==> src/sspg_pkg.sv <==
package sspg_pkg;

    localparam int NUM_CHANNELS_DEF  = 16;
    localparam int FRAME_PERIOD_RST  = 20000;
    localparam int CHANNEL_COUNT_RST = 16;

    localparam int PIN_W     = 16;
    localparam int CHAN_W    = 4;
    localparam int WIDTH_W   = 16;
    localparam int CURCH_W   = 5;
    localparam int PERIOD_W  = 16;
    localparam int COUNT_W   = 5;
    localparam int CFG_IDX_W = 2;
    localparam int CFG_DATA_W = 16;

    typedef enum logic {
        OP_TICK  = 1'b0,
        OP_WRITE = 1'b1
    } sspg_op_t;

    typedef enum logic [CFG_IDX_W-1:0] {
        REG_FRAME_PERIOD  = 2'd0,
        REG_CHANNEL_COUNT = 2'd1
    } sspg_reg_t;

    typedef struct packed {
        logic [0:0]         operation;
        logic [CHAN_W-1:0]  channel;
        logic [WIDTH_W-1:0] width;
    } sspg_in_t;

    typedef struct packed {
        logic [PIN_W-1:0]   pin_levels;
        logic [CURCH_W-1:0] current_channel;
        logic [0:0]         frame_start;
    } sspg_out_t;

endpackage

==> src/sequential_servo_pulse_generator.sv <==
// Servo pulse sequencer. Each input beat is either a timer tick or a pulse width
// write for one channel; every beat yields exactly one result beat carrying the
// pin levels, the channel being served and a frame-start flag. Channels are
// served one after another: a tick either counts down or ends the running pulse,
// skips an inactive channel, starts a pulse, or, once the frame period has elapsed
// while waiting, begins a new frame at channel 0. All the work for a beat is done
// in a single pass from the state registers to the result register, so one beat is
// taken every clock cycle; the block only stalls its input when the result
// register is full and the downstream side is not ready. Configuration writes
// (frame period, channel count) are taken at any time and should be issued while
// the block is idle.
module sequential_servo_pulse_generator
    import sspg_pkg::*;
#(
    parameter int NUM_CHANNELS = NUM_CHANNELS_DEF
) (
    input  logic                  aclk,
    input  logic                  aresetn,
    input  logic                  s_valid,
    output logic                  s_ready,
    input  sspg_in_t              s_data,
    output logic                  m_valid,
    input  logic                  m_ready,
    output sspg_out_t             m_data,
    input  logic                  cfg_valid,
    output logic                  cfg_ready,
    input  logic [CFG_IDX_W-1:0]  cfg_index,
    input  logic [CFG_DATA_W-1:0] cfg_data
);

    // Only channels reachable by the 4-bit write field can hold a width;
    // the rest always read as inactive.
    localparam int TABLE_DEPTH = (NUM_CHANNELS < (1 << CHAN_W)) ? NUM_CHANNELS : (1 << CHAN_W);
    localparam int TBL_IDX_W   = (TABLE_DEPTH > 1) ? $clog2(TABLE_DEPTH) : 1;
    localparam int CH_IDX_W    = $clog2(NUM_CHANNELS + 1);
    localparam int CMP_W       = (CH_IDX_W > COUNT_W) ? CH_IDX_W : COUNT_W;

    logic [WIDTH_W-1:0]  width_table_reg [TABLE_DEPTH];
    logic [CH_IDX_W-1:0] chan_idx_reg,     chan_idx_next;
    logic                pulse_active_reg, pulse_active_next;
    logic [WIDTH_W-1:0]  pulse_rem_reg,    pulse_rem_next;
    logic [PERIOD_W-1:0] elapsed_reg,      elapsed_next;
    logic [PERIOD_W-1:0] frame_period_reg;
    logic [COUNT_W-1:0]  channel_count_reg;
    logic                m_valid_reg;
    sspg_out_t           out_reg,          out_next;

    logic                s_accept;
    logic                frame_start;
    logic [CMP_W-1:0]    active_count;
    logic [CMP_W-1:0]    idx_inc;
    logic [CH_IDX_W-1:0] idx_adv;
    logic [WIDTH_W-1:0]  cur_width;
    logic [PERIOD_W-1:0] elapsed_inc;
    logic [CH_IDX_W+CURCH_W-1:0] idx_wide;

    assign s_ready   = !m_valid_reg || m_ready;
    assign s_accept  = s_valid && s_ready;
    assign cfg_ready = 1'b1;
    assign m_valid   = m_valid_reg;
    assign m_data    = out_reg;

    always_comb begin
        active_count = (CMP_W'(channel_count_reg) > CMP_W'(NUM_CHANNELS))
                       ? CMP_W'(NUM_CHANNELS) : CMP_W'(channel_count_reg);

        idx_inc = (CMP_W'(chan_idx_reg) < CMP_W'(NUM_CHANNELS))
                  ? CMP_W'(chan_idx_reg) + CMP_W'(1) : CMP_W'(chan_idx_reg);
        idx_adv = (idx_inc >= active_count) ? CH_IDX_W'(NUM_CHANNELS) : idx_inc[CH_IDX_W-1:0];

        if (CMP_W'(chan_idx_reg) < CMP_W'(TABLE_DEPTH)) begin
            cur_width = width_table_reg[chan_idx_reg[TBL_IDX_W-1:0]];
        end else begin
            cur_width = '0;
        end

        elapsed_inc = (elapsed_reg != '1) ? elapsed_reg + PERIOD_W'(1) : elapsed_reg;
    end

    always_comb begin
        chan_idx_next     = chan_idx_reg;
        pulse_active_next = pulse_active_reg;
        pulse_rem_next    = pulse_rem_reg;
        elapsed_next      = elapsed_reg;
        frame_start       = 1'b0;

        if (s_data.operation == OP_TICK) begin
            elapsed_next = elapsed_inc;
            if (pulse_active_reg) begin
                if (pulse_rem_reg == '0) begin
                    pulse_active_next = 1'b0;
                    chan_idx_next     = idx_adv;
                end else begin
                    pulse_rem_next = pulse_rem_reg - WIDTH_W'(1);
                end
            end else if (CMP_W'(chan_idx_reg) < active_count) begin
                if (cur_width == '0) begin
                    chan_idx_next = idx_adv;
                end else begin
                    pulse_active_next = 1'b1;
                    pulse_rem_next    = cur_width - WIDTH_W'(1);
                end
            end else if (elapsed_inc >= frame_period_reg) begin
                elapsed_next  = '0;
                frame_start   = 1'b1;
                chan_idx_next = (active_count != '0) ? '0 : CH_IDX_W'(NUM_CHANNELS);
            end
        end

        // The result reflects the state after this beat has been applied.
        for (int i = 0; i < PIN_W; i++) begin
            out_next.pin_levels[i] = pulse_active_next
                                     && (CMP_W'(chan_idx_next) == CMP_W'(i));
        end
        if (pulse_active_next || (CMP_W'(chan_idx_next) < active_count)) begin
            idx_wide = {{CURCH_W{1'b0}}, chan_idx_next};
        end else begin
            idx_wide = (CH_IDX_W + CURCH_W)'(NUM_CHANNELS);
        end
        out_next.current_channel = idx_wide[CURCH_W-1:0];
        out_next.frame_start     = frame_start;
    end

    always_ff @(posedge aclk) begin
        if (!aresetn) begin
            chan_idx_reg      <= CH_IDX_W'(NUM_CHANNELS);
            pulse_active_reg  <= 1'b0;
            pulse_rem_reg     <= '0;
            elapsed_reg       <= '0;
            frame_period_reg  <= PERIOD_W'(FRAME_PERIOD_RST);
            channel_count_reg <= COUNT_W'(CHANNEL_COUNT_RST);
            m_valid_reg       <= 1'b0;
            for (int i = 0; i < TABLE_DEPTH; i++) begin
                width_table_reg[i] <= '0;
            end
        end else begin
            if (cfg_valid) begin
                case (cfg_index)
                    REG_FRAME_PERIOD:  frame_period_reg  <= cfg_data[PERIOD_W-1:0];
                    REG_CHANNEL_COUNT: channel_count_reg <= cfg_data[COUNT_W-1:0];
                    default: ;
                endcase
            end
            if (s_accept) begin
                chan_idx_reg     <= chan_idx_next;
                pulse_active_reg <= pulse_active_next;
                pulse_rem_reg    <= pulse_rem_next;
                elapsed_reg      <= elapsed_next;
                if (s_data.operation == OP_WRITE
                    && ({1'b0, s_data.channel} < (CHAN_W + 1)'(TABLE_DEPTH))) begin
                    width_table_reg[s_data.channel[TBL_IDX_W-1:0]] <= s_data.width;
                end
                m_valid_reg <= 1'b1;
            end else if (m_ready) begin
                m_valid_reg <= 1'b0;
            end
        end
    end

    always_ff @(posedge aclk) begin
        if (s_accept) begin
            out_reg <= out_next;
        end
    end

`ifndef SYNTHESIS
    a_levels_onehot: assert property (@(posedge aclk) disable iff (!aresetn)
        m_valid_reg |-> $onehot0(out_reg.pin_levels))
        else $error("more than one pin high at once");

    a_stall_blocks_input: assert property (@(posedge aclk) disable iff (!aresetn)
        (m_valid_reg && !m_ready) |-> !s_ready)
        else $error("input taken while result register is full");

    a_frame_start_idle: assert property (@(posedge aclk) disable iff (!aresetn)
        (m_valid_reg && out_reg.frame_start) |-> (out_reg.pin_levels == '0))
        else $error("pulse running on a frame-start beat");

    a_pulse_in_range: assert property (@(posedge aclk) disable iff (!aresetn)
        pulse_active_reg |-> (CMP_W'(chan_idx_reg) < CMP_W'(NUM_CHANNELS)))
        else $error("pulse active with no channel selected");
`endif

endmodule

==> config.mk <==
export PLATFORM = sky130hd
export DESIGN_NAME = sequential_servo_pulse_generator
export DESIGN_NICKNAME = d
export VERILOG_FILES = /design/src/sspg_pkg.sv /design/src/sequential_servo_pulse_generator.sv
export SDC_FILE = /design/constraint.sdc
export NUM_CORES = 1
export LEC_CHECK = 0
export BUFFER_PORTS_ARGS = -buffer_cell sky130_fd_sc_hd__buf_4
export CAP_MARGIN = 20
export CORE_MARGIN = 2
export CORE_UTILIZATION = 50
export DETAILED_ROUTE_END_ITERATION = 6
export PLACE_DENSITY = 0.79
export SKIP_LAST_GASP = 1
export SYNTH_ARGS = -nofsm -noshare
export SYNTH_HDL_FRONTEND = slang
export SYNTH_SLANG_ARGS = --single-unit
==> constraint.sdc <==
create_clock -name aclk -period 9.2 [get_ports aclk]
set_input_delay 1.84 -clock aclk [delete_from_list [all_inputs] [get_ports aclk]]
set_output_delay 1.84 -clock aclk [all_outputs]
set_load 0.05 [all_outputs]
Word level (Yosys, flattened, before mapping). Memories as Yosys holds them, arrays and structs flattened. A register that Yosys moved wholly into a read port is not among the register bits. Index checks and enable logic that the tools add are counted.

Register bits: 82. Bits in writable memories: 256. Input port bits: 44. Memories kept: 1.

Memory list: width_table_reg (depth 16, bits a word 16, read ports 1, clocked after memory_dff 1, wr ports 16, RTL line sequential_servo_pulse_generator.sv:38) `logic [WIDTH_W-1:0] width_table_reg [TABLE_DEPTH];`.

Add/sub/neg operators: 4. Order comparisons: 6. Equal/unequal tests: 19. Muxes and demuxes: 37. Bitwise gates (word level): 1. Reductions and logical operators: 33.

Operators by type and width (count): 16-bit 2-to-1 mux (10); 5-bit 2-to-1 mux (10); 5-bit by 4-bit equality test with 1-bit output (second input constant) (8); 16-bit logical NOT (2); 16-bit by 1-bit subtractor with 16-bit output (second input constant) (2); 5-bit by 3-bit equality test with 1-bit output (second input constant) (4); 1-bit logical AND (17); 16-bit by 1-bit adder with 16-bit output (second input constant) (1); 16-bit greater-or-equal comparator (1); 16-bit inequality test (second input constant) (1); 16-bit OR reduction (1); 1-bit 2-to-1 mux (14); 4-bit 2-to-1 mux (3); 5-bit by 2-bit equality test with 1-bit output (second input constant) (2); 5-bit less-than comparator (2); 2-bit AND reduction (3); 5-bit by 1-bit adder with 5-bit output (second input constant) (1); 5-bit by 1-bit equality test with 1-bit output (second input constant) (1); 5-bit greater-or-equal comparator (1); 5-bit greater-than comparator (second input constant) (1); 5-bit logical NOT (1); 5-bit less-than comparator (second input constant) (1); 5-bit AND reduction (1); 5-bit nonzero test (1); other kinds (8) (11).

Logic depth before layout (Yosys ltp). Gate-level depths: netlist of the first run.

Depth after elaboration: 10. Mapped depth: 27. Gate-level depth less buffers: 24.

Least setup slack after synthesis of the first run. No wires, ideal clock.

Path type: register to register. Start: reg elapsed_reg[3]. End: reg out_reg (netlist bit m_data[5]), data pin. Setup time: 261 ps. Data arrival time: 5128 ps. Required time: 8939 ps. Setup slack: 3811 ps. Stages on the path, launching flop included: 27. Buffers on the path: 3. Period minus slack after synthesis: 5389 ps. Cell sequence: dfxtp_1 -> and3_1 -> and3_1 -> nand3_1 -> or2_2 -> clkbuf_1 -> or3_1 -> clkbuf_1 -> nand2b_1 -> clkbuf_1 -> nor2_1 -> xor2_1 -> ha_1 -> o21ai_0 -> a2111oi_0 -> o21ai_0 -> a21oi_1 -> nor2b_1 -> a21oi_1 -> inv_1 -> ha_1 -> a21o_1 -> a21o_1 -> a21oi_1 -> a221o_1 -> o21ai_0 -> nand2b_1.

Cells in the longest elaborated chain, start to end: 9. Elaborated cells between the ends (all ways): 10. Classes of those cells: add/sub: 1; order compare: 2; eq/ne: 1; mux: 5; reduce/logical: 1.

Ends and longest elaborated chain: start: declaration (RTL line sequential_servo_pulse_generator.sv:42) `logic [PERIOD_W-1:0] elapsed_reg, elapsed_next;`; start signal: assignment (RTL line sequential_servo_pulse_generator.sv:148) `elapsed_reg <= elapsed_next;`; 16-bit by 1-bit adder with 16-bit output / 16-bit inequality test (equally long branches) (RTL line sequential_servo_pulse_generator.sv:77) `elapsed_inc = (elapsed_reg != '1) ? elapsed_reg + PERIOD_W'(1) : elapsed_reg;`; 16-bit 2-to-1 mux * (RTL line sequential_servo_pulse_generator.sv:77); 16-bit greater-or-equal comparator * (RTL line sequential_servo_pulse_generator.sv:103) `end else if (elapsed_inc >= frame_period_reg) begin`; 5-bit 2-to-1 mux * (RTL line sequential_servo_pulse_generator.sv:103); 5-bit 2-to-1 mux * (RTL line sequential_servo_pulse_generator.sv:96) `end else if (CMP_W'(chan_idx_reg) < active_count) begin`; 5-bit 2-to-1 mux * (RTL line sequential_servo_pulse_generator.sv:89) `if (pulse_active_reg) begin`; 5-bit 2-to-1 mux * (RTL line sequential_servo_pulse_generator.sv:87) `if (s_data.operation == OP_TICK) begin`; net chan_idx_next[2] (RTL line sequential_servo_pulse_generator.sv:39) `logic [CH_IDX_W-1:0] chan_idx_reg, chan_idx_next;`; 5-bit less-than comparator * (RTL line sequential_servo_pulse_generator.sv:115) `if (pulse_active_next || (CMP_W'(chan_idx_next) < active_count)) begin`; 1-bit logical OR * (RTL line sequential_servo_pulse_generator.sv:115); end signal: assignment (RTL line sequential_servo_pulse_generator.sv:162) `out_reg <= out_next;`; end: declaration (RTL line sequential_servo_pulse_generator.sv:46) `sspg_out_t out_reg, out_next;`.

Mark *: on every way through the listed nets, which the timed path passes. The rest lies on a longest branch. A chain may end at the register's enable or synchronous reset.

Worst setup path in the final report of the first run. Ends and elaborated chain as after synthesis.

==> metrics.md, run 1 <==
| Metric | Value |
|---|---|
| Status | `completed` |
| Relative slew slack | `27.5%` |
| Remaining DRCs | `0` |
| RD Place Congestion | `0.980` |
| Root Driver | `clkbuf_16` |
| Slew @ Worst Pin | `1.08 ns` |
| Syn. warnings | `0` |
| DIE AREA | `35,400 um2` |
| Resized Gates After CTS | `0` |
| XOR/XNOR Fraction of Synth Area | `1.24%` |
| Layout cells sized above 1 | `14.1%` |
| VDD IR max | `0.150 mV` |
| Post-synth EDFFs | `278` |
| Final net count | `1,546` |
| Worst Setup Start Kind | `flop` |
| Fin. max-slew vios | `0` |
| Clock Latency Late Sink | `0.55 ns` |
| Fmax | `166 MHz` |
| Top cell type's share of synthesized area | `49.3%` |
| Clock transition at path regs | `0.06 ns` |
| Cell count after synthesis | `1,409` |
| Synth area leaders | `edfxtp_1, and2_1, dfxtp_1` |
| First-pass GRT wire length | `63,000 um` |
| Fin. Hold Viols | `0` |
| Top FF cell, synth | `edfxtp_1` |
| DR vias/cell | `5.82` |
| Max clock buf depth | `3` |
| CTS tree | `done` |
| Pin count of the biggest net entering global routing | `68` |
| Num CTS Buffers | `37` |
| #FFs+latches synth | `342` |
| Initial Utilization | `50.7%` |
| Total track usage | `23.0%` |
| PwrDens | `185 nW/um2` |
| Overflow left after global routing | `0` |
| Core Box Area | `33,400 um2` |
| Setup bufs post-CTS | `0` |
| Post-synthesis compound-gate area fraction | `8.16%` |
| Sequential fraction of the synthesis area | `56.8%` |
| 1st-iter DRT viols | `1,257` |
| Setup TNS | `0 ns` |
| Largest area contributor in the netlist | `edfxtp_1` |
| Final critical-path required period | `6.04 ns` |
| Pre-antenna DRT Iters | `6` |
| Synth Area in Simple Gates | `19.0%` |
| Adder-cell share of the synthesized area | `2.36%` |
| Number of setup violations in the final report | `0` |
| Routed Wire Length | `40,300 um` |
| Hold Buf Count CTS | `0` |
| Crit path from | `elapsed_reg[3]` |
| Mux cell area share after synthesis | `9.38%` |
| Leakage dissipation | `7.26 nW` |
| Row cnt | `67` |
| Die width | `188 um` |
| Largest register FFs | `256` |
| Final setup skew | `0.0276 ns` |
| Die Y | `188 um` |
| Clk sinks | `342` |
| CP max FO | `7` |
| Share of synthesized flip-flops with an asynchronous set or reset | `0%` |
| Hold path startpoint | `frame_period_reg[4]` |
| Worst r2r src | `elapsed_reg[3]` |
| RSZ-0062 raised after global routing | `no` |
| DP HPWL | `26,300 um` |
| CP Data Arrival Time | `6.31 ns` |
| Drt wl/cell | `20.7 um` |
| Period Utilization, post-route | `65.6%` |
| Critical Path RT | `9.47 ns` |
| Final hold slack | `0.466 ns` |
| Ports | `69` |
| Antenna violations before repair | `4` |
| Number of global-route vias before repair | `11,300` |
| Worst setup EP type | `flop` |
| Min-delay worst type | `flop to flop` |
| Synth top cells by count | `edfxtp_1, and2_1, nand2_1` |
| I/O Buffers | `67` |
| # Max-Cap Violations | `0` |
| Routed via count | `11,400` |
| Post-Syn Nets | `1,485` |
| Area delta synth->final | `13.0%` |
| WS Path Type | `flop to flop` |
| Mapped cell area | `16,900 um2` |
| Post-route ant nets | `0` |
| Htree depth | `2` |
| Yosys cell types | `73` |
| Average size of a mapped cell | `12.0 um2` |
| Main combinational cell family by area after synthesis | `simple AND/OR/NAND/NOR gates` |
| Most frequent cell after synthesis | `edfxtp_1` |
==> power by group <==
| group | leakage (nW) | internal (mW) | switching, mW | total, mW |
|---|---|---|---|---|
| combinational | 3.18 | 0.123 | 0.223 | 0.346 |
| sequential | 3.49 | 1.72 | 0.0214 | 1.74 |
| clock | 0.590 | 0.845 | 0.619 | 1.46 |
==> cell families (layout without fill, tap and decap cells) <==
logic type      after synthesis  count (layout)
mux                         111             111
simple gates                581             581
buf+inv                     117             206
fa+ha+maj                    32              32
flops                       342             342
xor+xnor                     24              24
compound gates              201             201
other cells                   1               6
==> through the flow <==
step	area, um2	utilization [%]	setup WS, ns	power [mW]	std cells
after floorplan	16900	-	3.81	2.00	1409
after global placement	17900	53.5	3.48	2.10	1874
after detailed placement	17900	53.6	3.25	2.11	1878
after CTS	19100	57.2	3.22	3.56	1945
after global routing	19100	57.2	2.77	3.66	1948
final	19100	57.2	3.16	3.55	1951
==> worst paths after layout <==
path / end / slack (ns) / cells after the start
worst max register to register: m_data[5] / 3.16 / 23
worst max-delay path: m_data[5] / 3.16 / 23
worst min-delay path: frame_period_reg[4] / 0.47 / 2
worst min register to register: frame_period_reg[4] / 0.47 / 2
==> critical path, cell delays in order (launching register included) <==
cell	delay, ns
dfxtp_1	0.42
and3_1	0.23
and3_1	0.23
nand3_1	0.13
or2_2	0.37
or3_1	0.47
nand2b_1	0.29
nor2_1	0.12
xor2_1	0.16
ha_1	0.29
o21ai_0	0.09
a2111oi_0	0.45
o21ai_0	0.28
and2_1	0.26
a22o_1	0.25
a32oi_2	0.33
inv_1	0.13
ha_1	0.21
a21o_1	0.17
a21o_1	0.18
a21oi_1	0.15
a221o_1	0.15
o21ai_0	0.19
nand2b_1	0.21
==> cell usage in the layout, fill, tap and decap left out, types with 25 or more instances in the layout <==
master     count
nand2_1       87
mux2i_1       71
nor2_1        84
ha_1          32
a22oi_1       58
edfxtp_1     278
and2_1       264
mux4_2        30
clkbuf_16     38
inv_1         35
nor2b_1       27
nand3_1       34
dfxtp_1       62
buf_4         99
a21oi_1       25
==> final cells by class <==
class | instances | area [um2]
antenna | 5 | 12.5
sequential | 342 | 9630
fill | 2656 | 14300
multi-input combinational | 950 | 6820
inverter | 36 | 135
tap | 448 | 561
clock buffer | 42 | 966
timing repair buffer | 103 | 788
clock inverter | 25 | 224
==> routing by layer <==
layer	track usage (%)	part of all wire [%]
met4	8.72	3.4
met3	4.70	8.5
met1	29.9	40
met2	38.2	48
met5	0	0.025
Note: power is estimated with default switching activity, not from simulation.
==> run 2: changes to the inputs <==
PLACE_DENSITY = 0.81   (was 0.79)
clock period = 5.3 ns   (was 9.2 ns; I/O delays follow)
==> run 2 against run 1 <==
  * Clock-buffer cell count rose by 10
  * Routed wire length rose by 1.5%
  * Utilization rose by 0.72 points
  * Hold slack barely moved
  * Via count rose by 1.9%
  * Clock power rose by 66%
  * First-iteration DRC count fell by 22%
  * Sequential power rose by 74%
  * Critical path type unchanged
  * Highest routed layer is now met4
  * Final area rose by 1.3%
  * Register-to-register slack got worse by 2.9 ns
==> metrics.md, run 2 (same netlist as run 1, synthesis figures left out) <==
| Metric | Value |
|---|---|
| Clock transition at path regs | `0.06 ns (about the same)` |
| Critical path, cell by cell | `and3_4, and3_4, nand3_1, or2_4, or3_4, nand2b_4, nor2_1, xor2_1, ha_1, o21ai_0, a2111oi_4, o21ai_2, a21oi_2, buf_4, o31ai_1, a211o_1, ha_1, and4_1, nand2_1, a221o_1, o21ai_1, nor2b_1` |
| Hold Path End | `frame_period_reg[12]` |
| Slowest-stage cell, CP | `or3_4` |
| Hold path startpoint | `frame_period_reg[12]` |
| VDD IR max | `0.303 mV (+100%)` |
| RSZ-0062 raised after global routing | `no` |
| Core Box Area | `33,400 um2 (unchanged)` |
| Final critical-path required period | `5.02 ns (-1.02 ns)` |
| Number of global-route vias before repair | `11,600 (+3.0%)` |
| Die width | `188 um (unchanged)` |
| Number of setup violations in the final report | `0 (unchanged)` |
| Period Utilization, post-route | `94.7% (+29 points)` |
| Reg2Reg Setup Slack | `0.28 ns (-2.88 ns)` |
| Routed via count | `11,600 (+1.9%)` |
| Root Driver | `clkbuf_16` |
| Hold path cells | `2 (unchanged)` |
| CP Data Arrival Time | `5.29 ns (-1.02 ns)` |
| Fin. max-slew vios | `0 (unchanged)` |
| Num CTS Buffers | `37 (unchanged)` |
| Final setup skew | `0.0218 ns (-0.00577 ns)` |
| Drt wl/cell | `20.7 um (+0.34%)` |
| First-pass GRT wire length | `63,500 um (+0.80%)` |
| Pin count of the biggest net entering global routing | `67 (-1.5%)` |
| Layout cells sized above 1 | `15.5% (+1.4 points)` |
| Most common cell after layout, fill and taps aside | `edfxtp_1` |
| Final hold slack | `0.466 ns (+0.000291 ns)` |
| RD Place Congestion | `0.906 (-7.5%)` |
| Relative slew slack | `26.9% (-0.56 points)` |
| # Max-Cap Violations | `0 (unchanged)` |
| CP max stage delay | `0.43 ns (-0.04 ns)` |
| DP Area | `18,100 um2 (+1.0%)` |
| Critical Path RT | `5.57 ns (-3.90 ns)` |
| Min-delay worst type | `flop to flop` |
| Leakage dissipation | `7.37 nW (+1.5%)` |
| 1st-iter DRT viols | `986 (-22%)` |
| Most frequent cells in the layout | `edfxtp_1, and2_1, buf_4` |
| Die Y | `188 um (unchanged)` |
| Final net count | `1,571 (+1.6%)` |
| Hold Buf Count CTS | `0 (unchanged)` |
| PwrDens | `313 nW/um2 (+69%)` |
| Htree depth | `2 (unchanged)` |
| DIE AREA | `35,400 um2 (unchanged)` |
| Row cnt | `67 (unchanged)` |
| Max clock buf depth | `3 (unchanged)` |
| Remaining DRCs | `0 (unchanged)` |
| I/O Buffers | `67 (unchanged)` |
| Overall Power | `6.07 mW (+71%)` |
| DR vias/cell | `5.87 (+0.74%)` |
| DP HPWL | `27,500 um (+4.6%)` |
| Status | `completed` |
| Antenna violations before repair | `2 (-2)` |
| CP max FO | `7 (unchanged)` |
| Worst Setup Start Kind | `flop` |
| Area delta synth->final | `14.4%` |
| Fmax | `199 MHz (+20%)` |
| Worst reg-to-reg path cell count | `22 (-4.3%)` |
| Pre-antenna DRT Iters | `5 (-1)` |
| Fin area | `19,400 um2 (+1.3%)` |
| Slew @ Worst Pin | `1.09 ns (+0.0116 ns)` |
| WS Path Type | `flop to flop` |
| Overflow left after global routing | `0 (unchanged)` |
| Initial Utilization | `50.7% (unchanged)` |
| Clk sinks | `342 (unchanged)` |
| Post-route ant nets | `0 (unchanged)` |
| Largest register FFs | `256 (unchanged)` |
| Worst setup EP type | `flop` |
| Worst r2r src | `elapsed_reg[5]` |
| Clock Latency Late Sink | `0.54 ns (about the same)` |
| Total track usage | `23.1% (+0.099 points)` |
| Reg-to-Reg End | `m_data[1]` |
| Fin. Hold Viols | `0 (unchanged)` |
| CTS tree | `done` |
| Routed Wire Length | `40,900 um (+1.5%)` |
| Ports | `69 (unchanged)` |
-- run 2: cell count changes in the layout (fill, tap and decap cells not counted), moves of 2 or more --
cell / previous run / this run
and3_1: 7 / 5
clkbuf_1: 4 / 13
buf_6: 4 / 9
o21ai_0: 23 / 21
bufinv_16: 3 / 1
buf_12: 0 / 2
clkinv_2: 11 / 3
diode_2: 5 / 3
buf_4: 99 / 117
and3_4: 0 / 2
-- run 2: how the worst max path moves through the flow --
stage | startpoint | end | slack (ns) | depth (start not counted)
CTS | elapsed_reg[5] | m_data[1] | 0.05 | 22
detailed placement | elapsed_reg[5] | m_data[1] | -0.23 | 22
global placement | elapsed_reg[5] | m_data[1] | -0.08 | 22
global route | elapsed_reg[3] | m_data[1] | 0.02 | 22
finish | elapsed_reg[5] | m_data[1] | 0.28 | 22
floorplan | elapsed_reg[3] | m_data[5] | 0.04 | 26
-- run 2: power breakdown --
group | total (mW) | leakage, nW | switching [mW] | internal [mW]
combinational | 0.619 | 3.33 | 0.392 | 0.226
sequential | 3.02 | 3.49 | 0.0411 | 2.98
clock | 2.43 | 0.550 | 1.04 | 1.39
total | 6.07 | 7.37 | 1.47 | 4.60
-- run 2: critical path, delay by kind of cell (launching register included) --
kind | cells | cell delay [ns]
adders and majority gates | 2 | 0.64
AOI/OAI and AO/OA | 8 | 1.70
buffers and inverters | 1 | 0.16
DFF | 1 | 0.34
and+or+nand+nor | 10 | 1.78
xor gates and xnor gates | 1 | 0.15
-- run 2: area by class of cell --
class                           count  area (um2)
Tap cell                          448         561
Clock inverter                     14         121
Fill cell                        2594       14100
Antenna cell                        3        7.51
Inverter                           36         135
Sequential cell                   342        9630
Timing Repair Buffer              128        1020
Multi-Input combinational cell    950        6890
Clock buffer                       52        1010
-- run 2: per-layer routing --
layer / GRT usage (%) / up-vias / part of all wire [%]
met5: 0 / - / 0
met4: 8.18 / 0 / 2.7
met3: 3.91 / 79 / 8.0
met2: 39.7 / 483 / 50
met1: 29.7 / 5717 / 39
li1: - / 5295 / -
-- run 2: repair_timing --
action,4_1_cts,5_1_grt
endpoints found under the setup margin,5,5
pin swaps,2,3
gates resized for setup,5,8
buffers inserted,2,2
-- run 2: per-stage QoR --
| stage | cells | TNS (ns) | setup WS (ns) | util, % |
|---|---|---|---|---|
| after floorplan | 1409 | 0 | 0.0371 | - |
| after global placement | 1891 | -0.292 | -0.0820 | 53.9 |
| after detailed placement | 1897 | -1.06 | -0.230 | 54.1 |
| after CTS | 1965 | 0 | 0.0495 | 57.6 |
| after global routing | 1972 | 0 | 0.0231 | 57.9 |
| final | 1973 | 0 | 0.280 | 57.9 |
